--- src/hdl/stng_pkg.sv ---
package stng_pkg;

  // One input item: a register write byte or a sample tick.
  typedef struct packed {
    logic       func;
    logic [7:0] data;
  } in_t;

  // One result item: four attenuation levels and the mixed amplitude.
  typedef struct packed {
    logic [3:0]  level_tone0;
    logic [3:0]  level_tone1;
    logic [3:0]  level_tone2;
    logic [3:0]  level_noise;
    logic [15:0] mixed_level;
  } out_t;

  // Input function codes.
  localparam logic FUNC_WRITE = 1'b0;
  localparam logic FUNC_TICK  = 1'b1;

  // Channel number that selects the noise channel.
  localparam logic [1:0] NOISE_CHAN = 2'd3;

  // Noise rate select codes.
  localparam logic [1:0] RATE_16   = 2'd0;
  localparam logic [1:0] RATE_32   = 2'd1;
  localparam logic [1:0] RATE_64   = 2'd2;
  localparam logic [1:0] RATE_TONE = 2'd3;

  // Reset and reload values.
  localparam logic [15:0] LFSR_SEED     = 16'h0080;
  localparam logic [9:0]  NOISE_PER_RST = 10'h010;
  localparam logic [3:0]  ATTEN_SILENT  = 4'hF;

  // Commands passed from the decoder to the channel engine.
  typedef enum logic [2:0] {
    CMD_TICK,
    CMD_ATTEN,
    CMD_PERIOD_LO,
    CMD_PERIOD_HI,
    CMD_NOISE_MODE
  } cmd_kind_e;

  typedef struct packed {
    cmd_kind_e  kind;
    logic [1:0] chan;
    logic [5:0] value;
  } cmd_t;

  // Attenuation to amplitude in Q0.15.
  function automatic logic [15:0] vol_q15(input logic [3:0] lvl);
    logic [15:0] v;
    case (lvl)
      4'd0:    v = 16'd8192;
      4'd1:    v = 16'd6507;
      4'd2:    v = 16'd5169;
      4'd3:    v = 16'd4106;
      4'd4:    v = 16'd3261;
      4'd5:    v = 16'd2591;
      4'd6:    v = 16'd2058;
      4'd7:    v = 16'd1635;
      4'd8:    v = 16'd1298;
      4'd9:    v = 16'd1031;
      4'd10:   v = 16'd819;
      4'd11:   v = 16'd651;
      4'd12:   v = 16'd517;
      4'd13:   v = 16'd411;
      4'd14:   v = 16'd326;
      default: v = 16'd0;
    endcase
    return v;
  endfunction

endpackage

--- src/hdl/stng_front.sv ---
module stng_front (
  input  logic              clk_i,
  input  logic              rst_ni,
  input  logic              in_valid_i,
  output logic              in_stall_o,
  input  stng_pkg::in_t     in_data_i,
  input  logic              q_full_i,
  output logic              q_push_o,
  output stng_pkg::cmd_t    q_cmd_o
);

  logic [1:0] latch_channel_q, latch_channel_d;
  logic       latch_is_volume_q, latch_is_volume_d;
  logic       accept;
  logic       want_push;

  assign in_stall_o = q_full_i;
  assign accept     = in_valid_i && !q_full_i;
  assign q_push_o   = accept && want_push;

  // Classify the item and track the latched register.
  always_comb begin
    latch_channel_d   = latch_channel_q;
    latch_is_volume_d = latch_is_volume_q;
    want_push         = 1'b1;
    q_cmd_o.kind      = stng_pkg::CMD_TICK;
    q_cmd_o.chan      = latch_channel_q;
    q_cmd_o.value     = in_data_i.data[5:0];
    if (in_data_i.func == stng_pkg::FUNC_TICK) begin
      q_cmd_o.kind = stng_pkg::CMD_TICK;
    end else if (in_data_i.data[7]) begin
      latch_channel_d   = in_data_i.data[6:5];
      latch_is_volume_d = in_data_i.data[4];
      q_cmd_o.chan      = in_data_i.data[6:5];
      if (in_data_i.data[4]) begin
        q_cmd_o.kind = stng_pkg::CMD_ATTEN;
      end else if (in_data_i.data[6:5] == stng_pkg::NOISE_CHAN) begin
        q_cmd_o.kind = stng_pkg::CMD_NOISE_MODE;
      end else begin
        q_cmd_o.kind = stng_pkg::CMD_PERIOD_LO;
      end
    end else if (!latch_is_volume_q) begin
      if (latch_channel_q == stng_pkg::NOISE_CHAN) begin
        q_cmd_o.kind = stng_pkg::CMD_NOISE_MODE;
      end else begin
        q_cmd_o.kind = stng_pkg::CMD_PERIOD_HI;
      end
    end else begin
      // A data byte after a volume latch has no effect.
      want_push = 1'b0;
    end
  end

  // Latch state changes only on an accepted transfer.
  always_ff @(posedge clk_i or negedge rst_ni) begin
    if (!rst_ni) begin
      latch_channel_q   <= 2'd0;
      latch_is_volume_q <= 1'b0;
    end else if (accept) begin
      latch_channel_q   <= latch_channel_d;
      latch_is_volume_q <= latch_is_volume_d;
    end
  end

endmodule

--- src/hdl/stng_queue.sv ---
module stng_queue (
  input  logic           clk_i,
  input  logic           rst_ni,
  input  logic           push_i,
  input  stng_pkg::cmd_t push_cmd_i,
  output logic           full_o,
  input  logic           pop_i,
  output logic           avail_o,
  output stng_pkg::cmd_t pop_cmd_o
);

  stng_pkg::cmd_t mem_q [2];
  logic       wr_ptr_q, rd_ptr_q;
  logic [1:0] count_q, count_d;
  logic       do_pop;

  assign full_o    = (count_q == 2'd2);
  assign avail_o   = (count_q != 2'd0);
  assign pop_cmd_o = mem_q[rd_ptr_q];
  assign do_pop    = pop_i && avail_o;

  // Occupancy follows pushes and pops.
  always_comb begin
    count_d = count_q;
    case ({push_i, do_pop})
      2'b10:   count_d = count_q + 2'd1;
      2'b01:   count_d = count_q - 2'd1;
      default: count_d = count_q;
    endcase
  end

  always_ff @(posedge clk_i or negedge rst_ni) begin
    if (!rst_ni) begin
      wr_ptr_q <= 1'b0;
      rd_ptr_q <= 1'b0;
      count_q  <= 2'd0;
    end else begin
      count_q <= count_d;
      if (push_i) begin
        wr_ptr_q <= ~wr_ptr_q;
      end
      if (do_pop) begin
        rd_ptr_q <= ~rd_ptr_q;
      end
    end
  end

  // Entry storage.
  always_ff @(posedge clk_i) begin
    if (push_i) begin
      mem_q[wr_ptr_q] <= push_cmd_i;
    end
  end

endmodule

--- src/hdl/stng_back.sv ---
module stng_back (
  input  logic           clk_i,
  input  logic           rst_ni,
  input  logic           cmd_avail_i,
  input  stng_pkg::cmd_t cmd_i,
  output logic           cmd_pop_o,
  output logic           out_valid_o,
  input  logic           out_stall_i,
  output stng_pkg::out_t out_data_o
);

  logic [9:0]  tone_period_q [3];
  logic [9:0]  tone_period_d [3];
  logic [9:0]  tone_count_q  [3];
  logic [9:0]  tone_count_d  [3];
  logic [2:0]  tone_phase_q, tone_phase_d;
  logic [3:0]  tone_atten_q  [3];
  logic [3:0]  tone_atten_d  [3];
  logic [1:0]  noise_rate_sel_q, noise_rate_sel_d;
  logic        noise_white_q, noise_white_d;
  logic [9:0]  noise_count_q, noise_count_d;
  logic [9:0]  noise_period_q, noise_period_d;
  logic [15:0] noise_lfsr_q, noise_lfsr_d;
  logic        noise_phase_q, noise_phase_d;
  logic [3:0]  noise_atten_q, noise_atten_d;

  logic           out_valid_q, out_valid_d;
  stng_pkg::out_t out_data_q, out_data_d;

  logic        is_tick;
  logic        out_free;
  logic [3:0]  tone_lvl [3];
  logic [3:0]  noise_lvl;

  assign is_tick     = (cmd_i.kind == stng_pkg::CMD_TICK);
  assign out_free    = !out_valid_q || !out_stall_i;
  assign cmd_pop_o   = cmd_avail_i && (!is_tick || out_free);
  assign out_valid_o = out_valid_q;
  assign out_data_o  = out_data_q;

  // Tone channels: one sample of counter, phase and level.
  always_comb begin
    logic [9:0] dec;
    logic       fire;
    logic       slow;
    for (int c = 0; c < 3; c++) begin
      dec  = tone_count_q[c] - 10'd1;
      fire = (tone_count_q[c] == 10'd0) || (dec == 10'd0);
      slow = (tone_period_q[c] > 10'd1);
      tone_count_d[c] = fire ? tone_period_q[c] : dec;
      tone_phase_d[c] = tone_phase_q[c] ^ (fire && slow);
      if (!slow || tone_phase_d[c]) begin
        tone_lvl[c] = tone_atten_q[c];
      end else begin
        tone_lvl[c] = stng_pkg::ATTEN_SILENT;
      end
    end
  end

  // Noise channel: counter, phase, LFSR shift and period reload.
  logic [9:0]  n_dec;
  logic        n_fire;
  logic        n_clk;
  logic        n_fb;
  logic [15:0] n_lfsr_tick;
  logic        n_phase_tick;
  logic [9:0]  n_period_tick;
  logic [9:0]  n_count_tick;

  always_comb begin
    n_dec        = noise_count_q - 10'd1;
    n_fire       = (noise_count_q == 10'd0) || (n_dec == 10'd0);
    n_phase_tick = noise_phase_q;
    n_clk        = 1'b0;
    if (n_fire) begin
      if (noise_period_q > 10'd1) begin
        n_phase_tick = ~noise_phase_q;
        n_clk        = ~noise_phase_q;
      end else begin
        n_clk = ~noise_phase_q;
      end
    end
    n_fb = noise_white_q ? (noise_lfsr_q[15] ^ noise_lfsr_q[12]) : noise_lfsr_q[15];
    n_lfsr_tick = n_clk ? {noise_lfsr_q[14:0], n_fb} : noise_lfsr_q;
    case (noise_rate_sel_q)
      stng_pkg::RATE_16: n_period_tick = 10'h010;
      stng_pkg::RATE_32: n_period_tick = 10'h020;
      stng_pkg::RATE_64: n_period_tick = 10'h040;
      default:           n_period_tick = tone_period_q[2];
    endcase
    if (!n_fire) begin
      n_period_tick = noise_period_q;
    end
    n_count_tick = n_fire ? n_period_tick : n_dec;
    noise_lvl    = n_lfsr_tick[7] ? noise_atten_q : stng_pkg::ATTEN_SILENT;
  end

  // Next state: apply the popped command.
  always_comb begin
    tone_period_d    = tone_period_q;
    tone_atten_d     = tone_atten_q;
    noise_rate_sel_d = noise_rate_sel_q;
    noise_white_d    = noise_white_q;
    noise_count_d    = noise_count_q;
    noise_period_d   = noise_period_q;
    noise_lfsr_d     = noise_lfsr_q;
    noise_phase_d    = noise_phase_q;
    noise_atten_d    = noise_atten_q;
    unique case (cmd_i.kind)
      stng_pkg::CMD_TICK: begin
        noise_count_d  = n_count_tick;
        noise_period_d = n_period_tick;
        noise_lfsr_d   = n_lfsr_tick;
        noise_phase_d  = n_phase_tick;
      end
      stng_pkg::CMD_ATTEN: begin
        if (cmd_i.chan == stng_pkg::NOISE_CHAN) begin
          noise_atten_d = cmd_i.value[3:0];
        end
        for (int c = 0; c < 3; c++) begin
          if (cmd_i.chan == 2'(c)) begin
            tone_atten_d[c] = cmd_i.value[3:0];
          end
        end
      end
      stng_pkg::CMD_PERIOD_LO: begin
        for (int c = 0; c < 3; c++) begin
          if (cmd_i.chan == 2'(c)) begin
            tone_period_d[c] = {tone_period_q[c][9:4], cmd_i.value[3:0]};
          end
        end
      end
      stng_pkg::CMD_PERIOD_HI: begin
        for (int c = 0; c < 3; c++) begin
          if (cmd_i.chan == 2'(c)) begin
            tone_period_d[c] = {cmd_i.value, tone_period_q[c][3:0]};
          end
        end
      end
      stng_pkg::CMD_NOISE_MODE: begin
        noise_rate_sel_d = cmd_i.value[1:0];
        noise_white_d    = cmd_i.value[2];
        if (!cmd_i.value[2]) begin
          noise_lfsr_d = stng_pkg::LFSR_SEED;
        end
      end
      default: begin
        noise_atten_d = noise_atten_q;
      end
    endcase
  end

  // Result register: load on a tick, drain on a transfer.
  always_comb begin
    out_valid_d = out_valid_q && out_stall_i;
    out_data_d  = out_data_q;
    if (cmd_pop_o && is_tick) begin
      out_valid_d            = 1'b1;
      out_data_d.level_tone0 = tone_lvl[0];
      out_data_d.level_tone1 = tone_lvl[1];
      out_data_d.level_tone2 = tone_lvl[2];
      out_data_d.level_noise = noise_lvl;
      out_data_d.mixed_level = stng_pkg::vol_q15(tone_lvl[0]) + stng_pkg::vol_q15(tone_lvl[1])
                             + stng_pkg::vol_q15(tone_lvl[2]) + stng_pkg::vol_q15(noise_lvl);
    end
  end

  always_ff @(posedge clk_i or negedge rst_ni) begin
    if (!rst_ni) begin
      for (int c = 0; c < 3; c++) begin
        tone_period_q[c] <= 10'd0;
        tone_count_q[c]  <= 10'd0;
        tone_atten_q[c]  <= stng_pkg::ATTEN_SILENT;
      end
      tone_phase_q     <= 3'd0;
      noise_rate_sel_q <= stng_pkg::RATE_16;
      noise_white_q    <= 1'b0;
      noise_count_q    <= stng_pkg::NOISE_PER_RST;
      noise_period_q   <= stng_pkg::NOISE_PER_RST;
      noise_lfsr_q     <= stng_pkg::LFSR_SEED;
      noise_phase_q    <= 1'b0;
      noise_atten_q    <= stng_pkg::ATTEN_SILENT;
      out_valid_q      <= 1'b0;
    end else begin
      out_valid_q <= out_valid_d;
      if (cmd_pop_o) begin
        tone_period_q    <= tone_period_d;
        tone_atten_q     <= tone_atten_d;
        noise_rate_sel_q <= noise_rate_sel_d;
        noise_white_q    <= noise_white_d;
        noise_count_q    <= noise_count_d;
        noise_period_q   <= noise_period_d;
        noise_lfsr_q     <= noise_lfsr_d;
        noise_phase_q    <= noise_phase_d;
        noise_atten_q    <= noise_atten_d;
        if (is_tick) begin
          tone_count_q <= tone_count_d;
          tone_phase_q <= tone_phase_d;
        end
      end
    end
  end

  // Result payload.
  always_ff @(posedge clk_i) begin
    out_data_q <= out_data_d;
  end

endmodule

--- src/hdl/square_tone_noise_generator.sv ---
// An accepted tick is written into the command queue and then popped into the registered result.
// Throughput: one item per cycle, writes and ticks alike, unless a stalled output holds back ticks;
// the two-entry command queue between the decoder and the channel engine sets the buffer depth.
// Register writes give no result. Reset (rst_ni low, asynchronous) silences all channels, clears
// tone periods and counters, sets the noise period and counter to 0x010, seeds the LFSR with 0x80.
module square_tone_noise_generator (
  input  logic           clk_i,
  input  logic           rst_ni,
  input  logic           in_valid_i,
  output logic           in_stall_o,
  input  stng_pkg::in_t  in_data_i,
  output logic           out_valid_o,
  input  logic           out_stall_i,
  output stng_pkg::out_t out_data_o
);

  logic           q_full;
  logic           q_push;
  stng_pkg::cmd_t q_push_cmd;
  logic           q_pop;
  logic           q_avail;
  stng_pkg::cmd_t q_pop_cmd;

  // Decoder and latch tracking.
  stng_front u_front (
    .clk_i      (clk_i),
    .rst_ni     (rst_ni),
    .in_valid_i (in_valid_i),
    .in_stall_o (in_stall_o),
    .in_data_i  (in_data_i),
    .q_full_i   (q_full),
    .q_push_o   (q_push),
    .q_cmd_o    (q_push_cmd)
  );

  // Command queue.
  stng_queue u_queue (
    .clk_i      (clk_i),
    .rst_ni     (rst_ni),
    .push_i     (q_push),
    .push_cmd_i (q_push_cmd),
    .full_o     (q_full),
    .pop_i      (q_pop),
    .avail_o    (q_avail),
    .pop_cmd_o  (q_pop_cmd)
  );

  // Channel engine and result register.
  stng_back u_back (
    .clk_i       (clk_i),
    .rst_ni      (rst_ni),
    .cmd_avail_i (q_avail),
    .cmd_i       (q_pop_cmd),
    .cmd_pop_o   (q_pop),
    .out_valid_o (out_valid_o),
    .out_stall_i (out_stall_i),
    .out_data_o  (out_data_o)
  );

endmodule
--- config.mk ---
export PLATFORM = sky130hd
export DESIGN_NAME = square_tone_noise_generator
export DESIGN_NICKNAME = d
export VERILOG_FILES = /design/src/hdl/stng_pkg.sv /design/src/hdl/stng_front.sv /design/src/hdl/stng_queue.sv /design/src/hdl/stng_back.sv /design/src/hdl/square_tone_noise_generator.sv
export SDC_FILE = /design/constraint.sdc
export NUM_CORES = 1
export LEC_CHECK = 0
export BUFFER_PORTS_ARGS = -buffer_cell sky130_fd_sc_hd__buf_2
export CORE_ASPECT_RATIO = 0.75
export CORE_MARGIN = 1.5
export CORE_UTILIZATION = 57
export DETAILED_ROUTE_END_ITERATION = 6
export GPL_ROUTABILITY_DRIVEN = 1
export PLACE_DENSITY = 0.77
export SETUP_SLACK_MARGIN = 0.4
export SLEW_MARGIN = 10
export SYNTH_ARGS = -nofsm -noshare
export SYNTH_HDL_FRONTEND = slang
export SYNTH_SLANG_ARGS = --single-unit
--- constraint.sdc ---
create_clock -name clk_i -period 5.9 [get_ports clk_i]
set_input_delay 0.295 -clock clk_i [delete_from_list [all_inputs] [get_ports clk_i]]
set_output_delay 0.295 -clock clk_i [all_outputs]
set_load 0.03 [all_outputs]
==> impl_metrics.py <==
metrics = {
    "clocking": {
        "ctsHoldBuffers": 0,
        "cts_htree_levels": 4,
        "clock_path_buffers": 2,
        "cts_tree": "done",
        "path_clk_slew_ns": 0.09,
        "cts_root_buffer": "clkbuf_16",
        "clk-insertion-delay-late_ns": 0.45,
        "cts_buffers": 17,
        "cts.sinks": 180,
    },
    "synthesis": {
        "synthArstFlopShare_pct": 70.0,
        "synth_area_sq_um": 11300,
        "synth_fp_nets": 1244,
        "synth-edff-count": 54,
        "synth_seq_cells": 180,
        "synthFlopType": "dfrtp_1",
        "avgSynthCellArea_sq_um": 9.79,
        "syn_inst": 1154,
        "ys_seq_area_share_pct": 42.5,
        "synth.distinct_cells": 86,
        "yosysWarningCount": 0,
    },
    "critical_path": {
        "crit_required_ns": 6.11,
        "worst-setup-path-type": "reg2reg",
        "worst_ep_arrival_time_ns": 6.09,
        "critPathMaxFanout": 6,
        "endpoint_kind": "flop",
        "critPathLaunchType": "flop",
    },
    "global_routing": {
        "grt_max_degree": 74,
        "antenna_found_initial": 0,
        "globalRouteMet3Util_pct": 5.76,
        "grtUsageMet2_pct": 40.0,
        "grt_use_met1_pct": 42.9,
        "grt_use_total_pct": 28.1,
        "grt-ovfl-total": 0,
        "grt.busiest_layer": "met1",
        "grt_pass1_wl_um": 45300,
        "grt_pass1_vias": 8817,
    },
    "die": {
        "coreArea_sq_um": 19400,
        "rows": 44,
        "fp.dieW_um": 166,
        "die_height_um": 125,
        "start_util_pct": 58.3,
        "die_area_sq_um": 20700,
        "ios": 47,
    },
    "routing": {
        "num_vias": 9057,
        "drtPass1Iterations": 5,
        "viasPerCell": 6.04,
        "drt_iter0_drc": 1023,
        "postRouteAntennaNets": 0,
        "routed_wl_um": 27600,
        "drc": 0,
        "wl_per_cell_um": 18.4,
    },
    "finish": {
        "diodes": 0,
        "nFillCells": 1450,
        "areaGrowthSynthToFinish_pct": 15.8,
        "post-route-util_pct": 67.5,
        "final_nets": 1324,
        "layout-drive-gt1-share_pct": 25.9,
    },
    "power": {
        "pwr-share-comb_pct": 56.8,
        "ir_worst_vdd_v": 0.000310,
        "p_seq_share_pct": 28.7,
        "switching_power_w": 0.00383,
        "switching_share_pct": 45.3,
        "internal_power_w": 0.00463,
        "power_leakage_nw": 5.55,
        "p_clk_share_pct": 14.5,
        "power_density_nw_per_um2": 647,
    },
    "sta": {
        "maxSlewHeadroom_pct": 31.5,
        "hold_slack_ns": -0.0255,
        "setup_ws_ns": 0.0195,
        "drv_slew": 0,
        "worstMarginPinSlew_ns": 1.02,
        "fmax_ghz": 0.170,
        "finalCriticalPeriod_ns": 5.88,
        "setup_viol": 0,
        "hold_violations": 10,
        "skew_ns": 0.0124,
        "rsz0062_at_grt": "yes",
        "fin_crit_sh_pct": 99.7,
    },
    "status": {
        "violations": "hold timing",
        "status": "complete, but fails checks",
    },
    "placed_design": {
        "hpwlAfterDp_um": 19100,
        "place_congestion": 0.913,
        "portBuffers": 46,
        "dp_slack_ns": -0.217,
    },
    "flow_run": {
        "maxCapViolations": 0,
    },
    "worst_hold_path": {
        "hold_path.class": "in2async",
    },
}
==> final timing paths <==
check / slack, ns / cells past startpoint / end / startpoint
max reg2reg: 0.02 / 26 / u_back.out_data_o[13] / u_back.noise_count_q[1]
max: 0.02 / 26 / u_back.out_data_o[13] / u_back.noise_count_q[1]
min: -0.03 / 1 / u_back.tone_count_q[0] / rst_ni
max in group asynchronous: 4.66 / 2 / u_back.tone_count_q[20] / rst_ni
min reg2reg: 0.50 / 2 / u_back.noise_period_q[6] / u_back.noise_period_q[6]
min in group clk_i: 0.03 / 1 / u_queue.mem_q[1][2] / in_data_i[2]
==> per-stage QoR <==
step | std cells | area [sq um] | TNS [ns] | total power (W)
finish | 1500 | 13100 | 0 | 0.00846
floorplan | 1154 | 11400 | -0.0452 | 0.00538
detailed placement | 1462 | 12100 | -0.647 | 0.00667
global route | 1500 | 13100 | -0.839 | 0.00911
global placement | 1462 | 12100 | -0.0587 | 0.00653
CTS | 1499 | 12900 | -0.0117 | 0.00801
==> logic make-up after synthesis <==
kind of cell,count (synthesis),share of synthesized area [%]
AO/OA/AOI/OAI,300,17.4
XOR/XNOR,29,2.25
adder cells (fa/ha/maj),77,10.4
buffers and inverters,153,5.54
flip-flops,180,42.5
multiplexers,67,6.77
AND/OR/NAND/NOR,348,15.2
==> layout make-up <==
cell class	instances	area [sq um]	area share, %
Tap cell	253	317	2.42
Sequential cell	180	4800	36.7
Timing Repair Buffer	117	769	5.88
Clock inverter	15	230	1.76
Clock buffer	17	425	3.25
Multi-Input combinational cell	821	6170	47.2
Inverter	97	364	2.78
==> cells in the mapped netlist, types with 5 or more instances <==
| cell | count | area, sq um |
|---|---|---|
| xor2_1 | 7 | 61.3 |
| buf_2 | 11 | 55.1 |
| nor4_1 | 9 | 56.3 |
| nor3b_1 | 5 | 37.5 |
| o22ai_1 | 12 | 75.1 |
| buf_1 | 5 | 18.8 |
| dfrtp_1 | 107 | 2680 |
| a31oi_1 | 7 | 43.8 |
| a22o_1 | 19 | 166 |
| clkbuf_1 | 34 | 128 |
| o31ai_1 | 6 | 45.0 |
| o21ai_0 | 82 | 410 |
| or3_1 | 13 | 81.3 |
| nand2_1 | 104 | 390 |
| dfstp_2 | 19 | 499 |
| o211ai_1 | 5 | 37.5 |
| a21oi_1 | 85 | 425 |
| nand2b_1 | 19 | 119 |
| nor2b_1 | 7 | 43.8 |
| a21o_1 | 7 | 52.6 |
| xnor2_1 | 22 | 193 |
| and2_1 | 5 | 31.3 |
| inv_1 | 96 | 360 |
| a22oi_1 | 9 | 67.6 |
| mux2_2 | 55 | 619 |
| nor2_1 | 81 | 304 |
| nand3_1 | 26 | 130 |
| or2_2 | 14 | 87.6 |
| fa_1 | 28 | 561 |
| edfxtp_1 | 54 | 1620 |
| mux2i_1 | 10 | 100 |
| nor3_1 | 34 | 170 |
| o2bb2ai_1 | 6 | 52.6 |
| nand3b_1 | 6 | 45.0 |
| o21a_1 | 8 | 60.1 |
| ha_1 | 49 | 613 |
| a211oi_1 | 6 | 45.0 |
==> registers in the layout, summed over array words and instances, names as in the netlist <==
signal                     cells
u_back.out_data_o             32
u_back.noise_count_q          10
u_back.noise_phase_q           1
u_back.noise_white_q           1
u_back.noise_period_q          9
u_front.latch_channel_q        2
u_front.latch_is_volume_q      1
u_back.noise_lfsr_q           16
u_back.tone_phase_q            3
u_queue.rd_ptr_q               1
u_queue.wr_ptr_q               1
u_back.noise_atten_q           4
u_back.out_valid_o             1
u_back.noise_rate_sel_q        2
u_back.tone_count_q           30
u_back.tone_period_q          30
u_back.tone_atten_q           12
u_queue.count_q                2
u_queue.mem_q                 22
==> cell usage in the layout, fill, tap and decap left out, types with 10 or more instances in the layout <==
master,instances
o21ai_0,77
mux2_2,55
ha_1,38
buf_2,45
o22ai_1,10
dfrtp_1,107
inv_2,10
nand3_1,26
a22o_1,19
dfstp_2,19
or2_2,11
or3_1,13
fa_1,24
edfxtp_1,54
buf_4,71
nor3_1,32
nor2_1,77
clkbuf_16,17
nand2_1,102
a21oi_1,79
mux2i_1,10
nand2b_1,19
inv_1,87
xnor2_1,22
==> layer usage <==
layer / up-vias / part of all wire, %
met1: 4423 / 47
met4: 0 / 1.7
met3: 43 / 7.5
met2: 330 / 43
li1: 4261 / -
met5: - / 0
==> power by group through the flow <==
stage	combinational, W	sequential [W]	clock (W)
final	0.00481	0.00242	0.00123
after floorplan	0.00309	0.00230	0
after detailed placement	0.00425	0.00242	0
after CTS	0.00436	0.00241	0.00124
after global routing	0.00533	0.00250	0.00129
after global placement	0.00413	0.00240	0
==> worst max-delay path, stage by stage (launching register included) <==
cell and delay [ns]:
dfrtp_1 0.39, inv_2 0.08, ha_4 0.14, nor3b_4 0.20, a21boi_2 0.08, or4b_4 0.55, a211oi_2 0.24, mux2i_1 0.11
buf_4 0.16, or2_4 0.26, ha_4 0.28, inv_2 0.03, mux4_2 0.45, or2_4 0.26, fa_2 0.36, fa_2 0.42
inv_2 0.08, ha_4 0.13, inv_2 0.04, fa_2 0.36, nor2b_2 0.13, o21ai_2 0.07, a21boi_2 0.15, o211ai_1 0.17
a21oi_2 0.26, o22ai_2 0.12, xnor2_1 0.13
==> what timing repair did <==
action                     CTS  global route
setup endpoints to repair   11            11
resized for setup           11            43
setup buffers                5             1
pin swaps                   18            30
No activity file was read; power rests on OpenSTA's default activity.
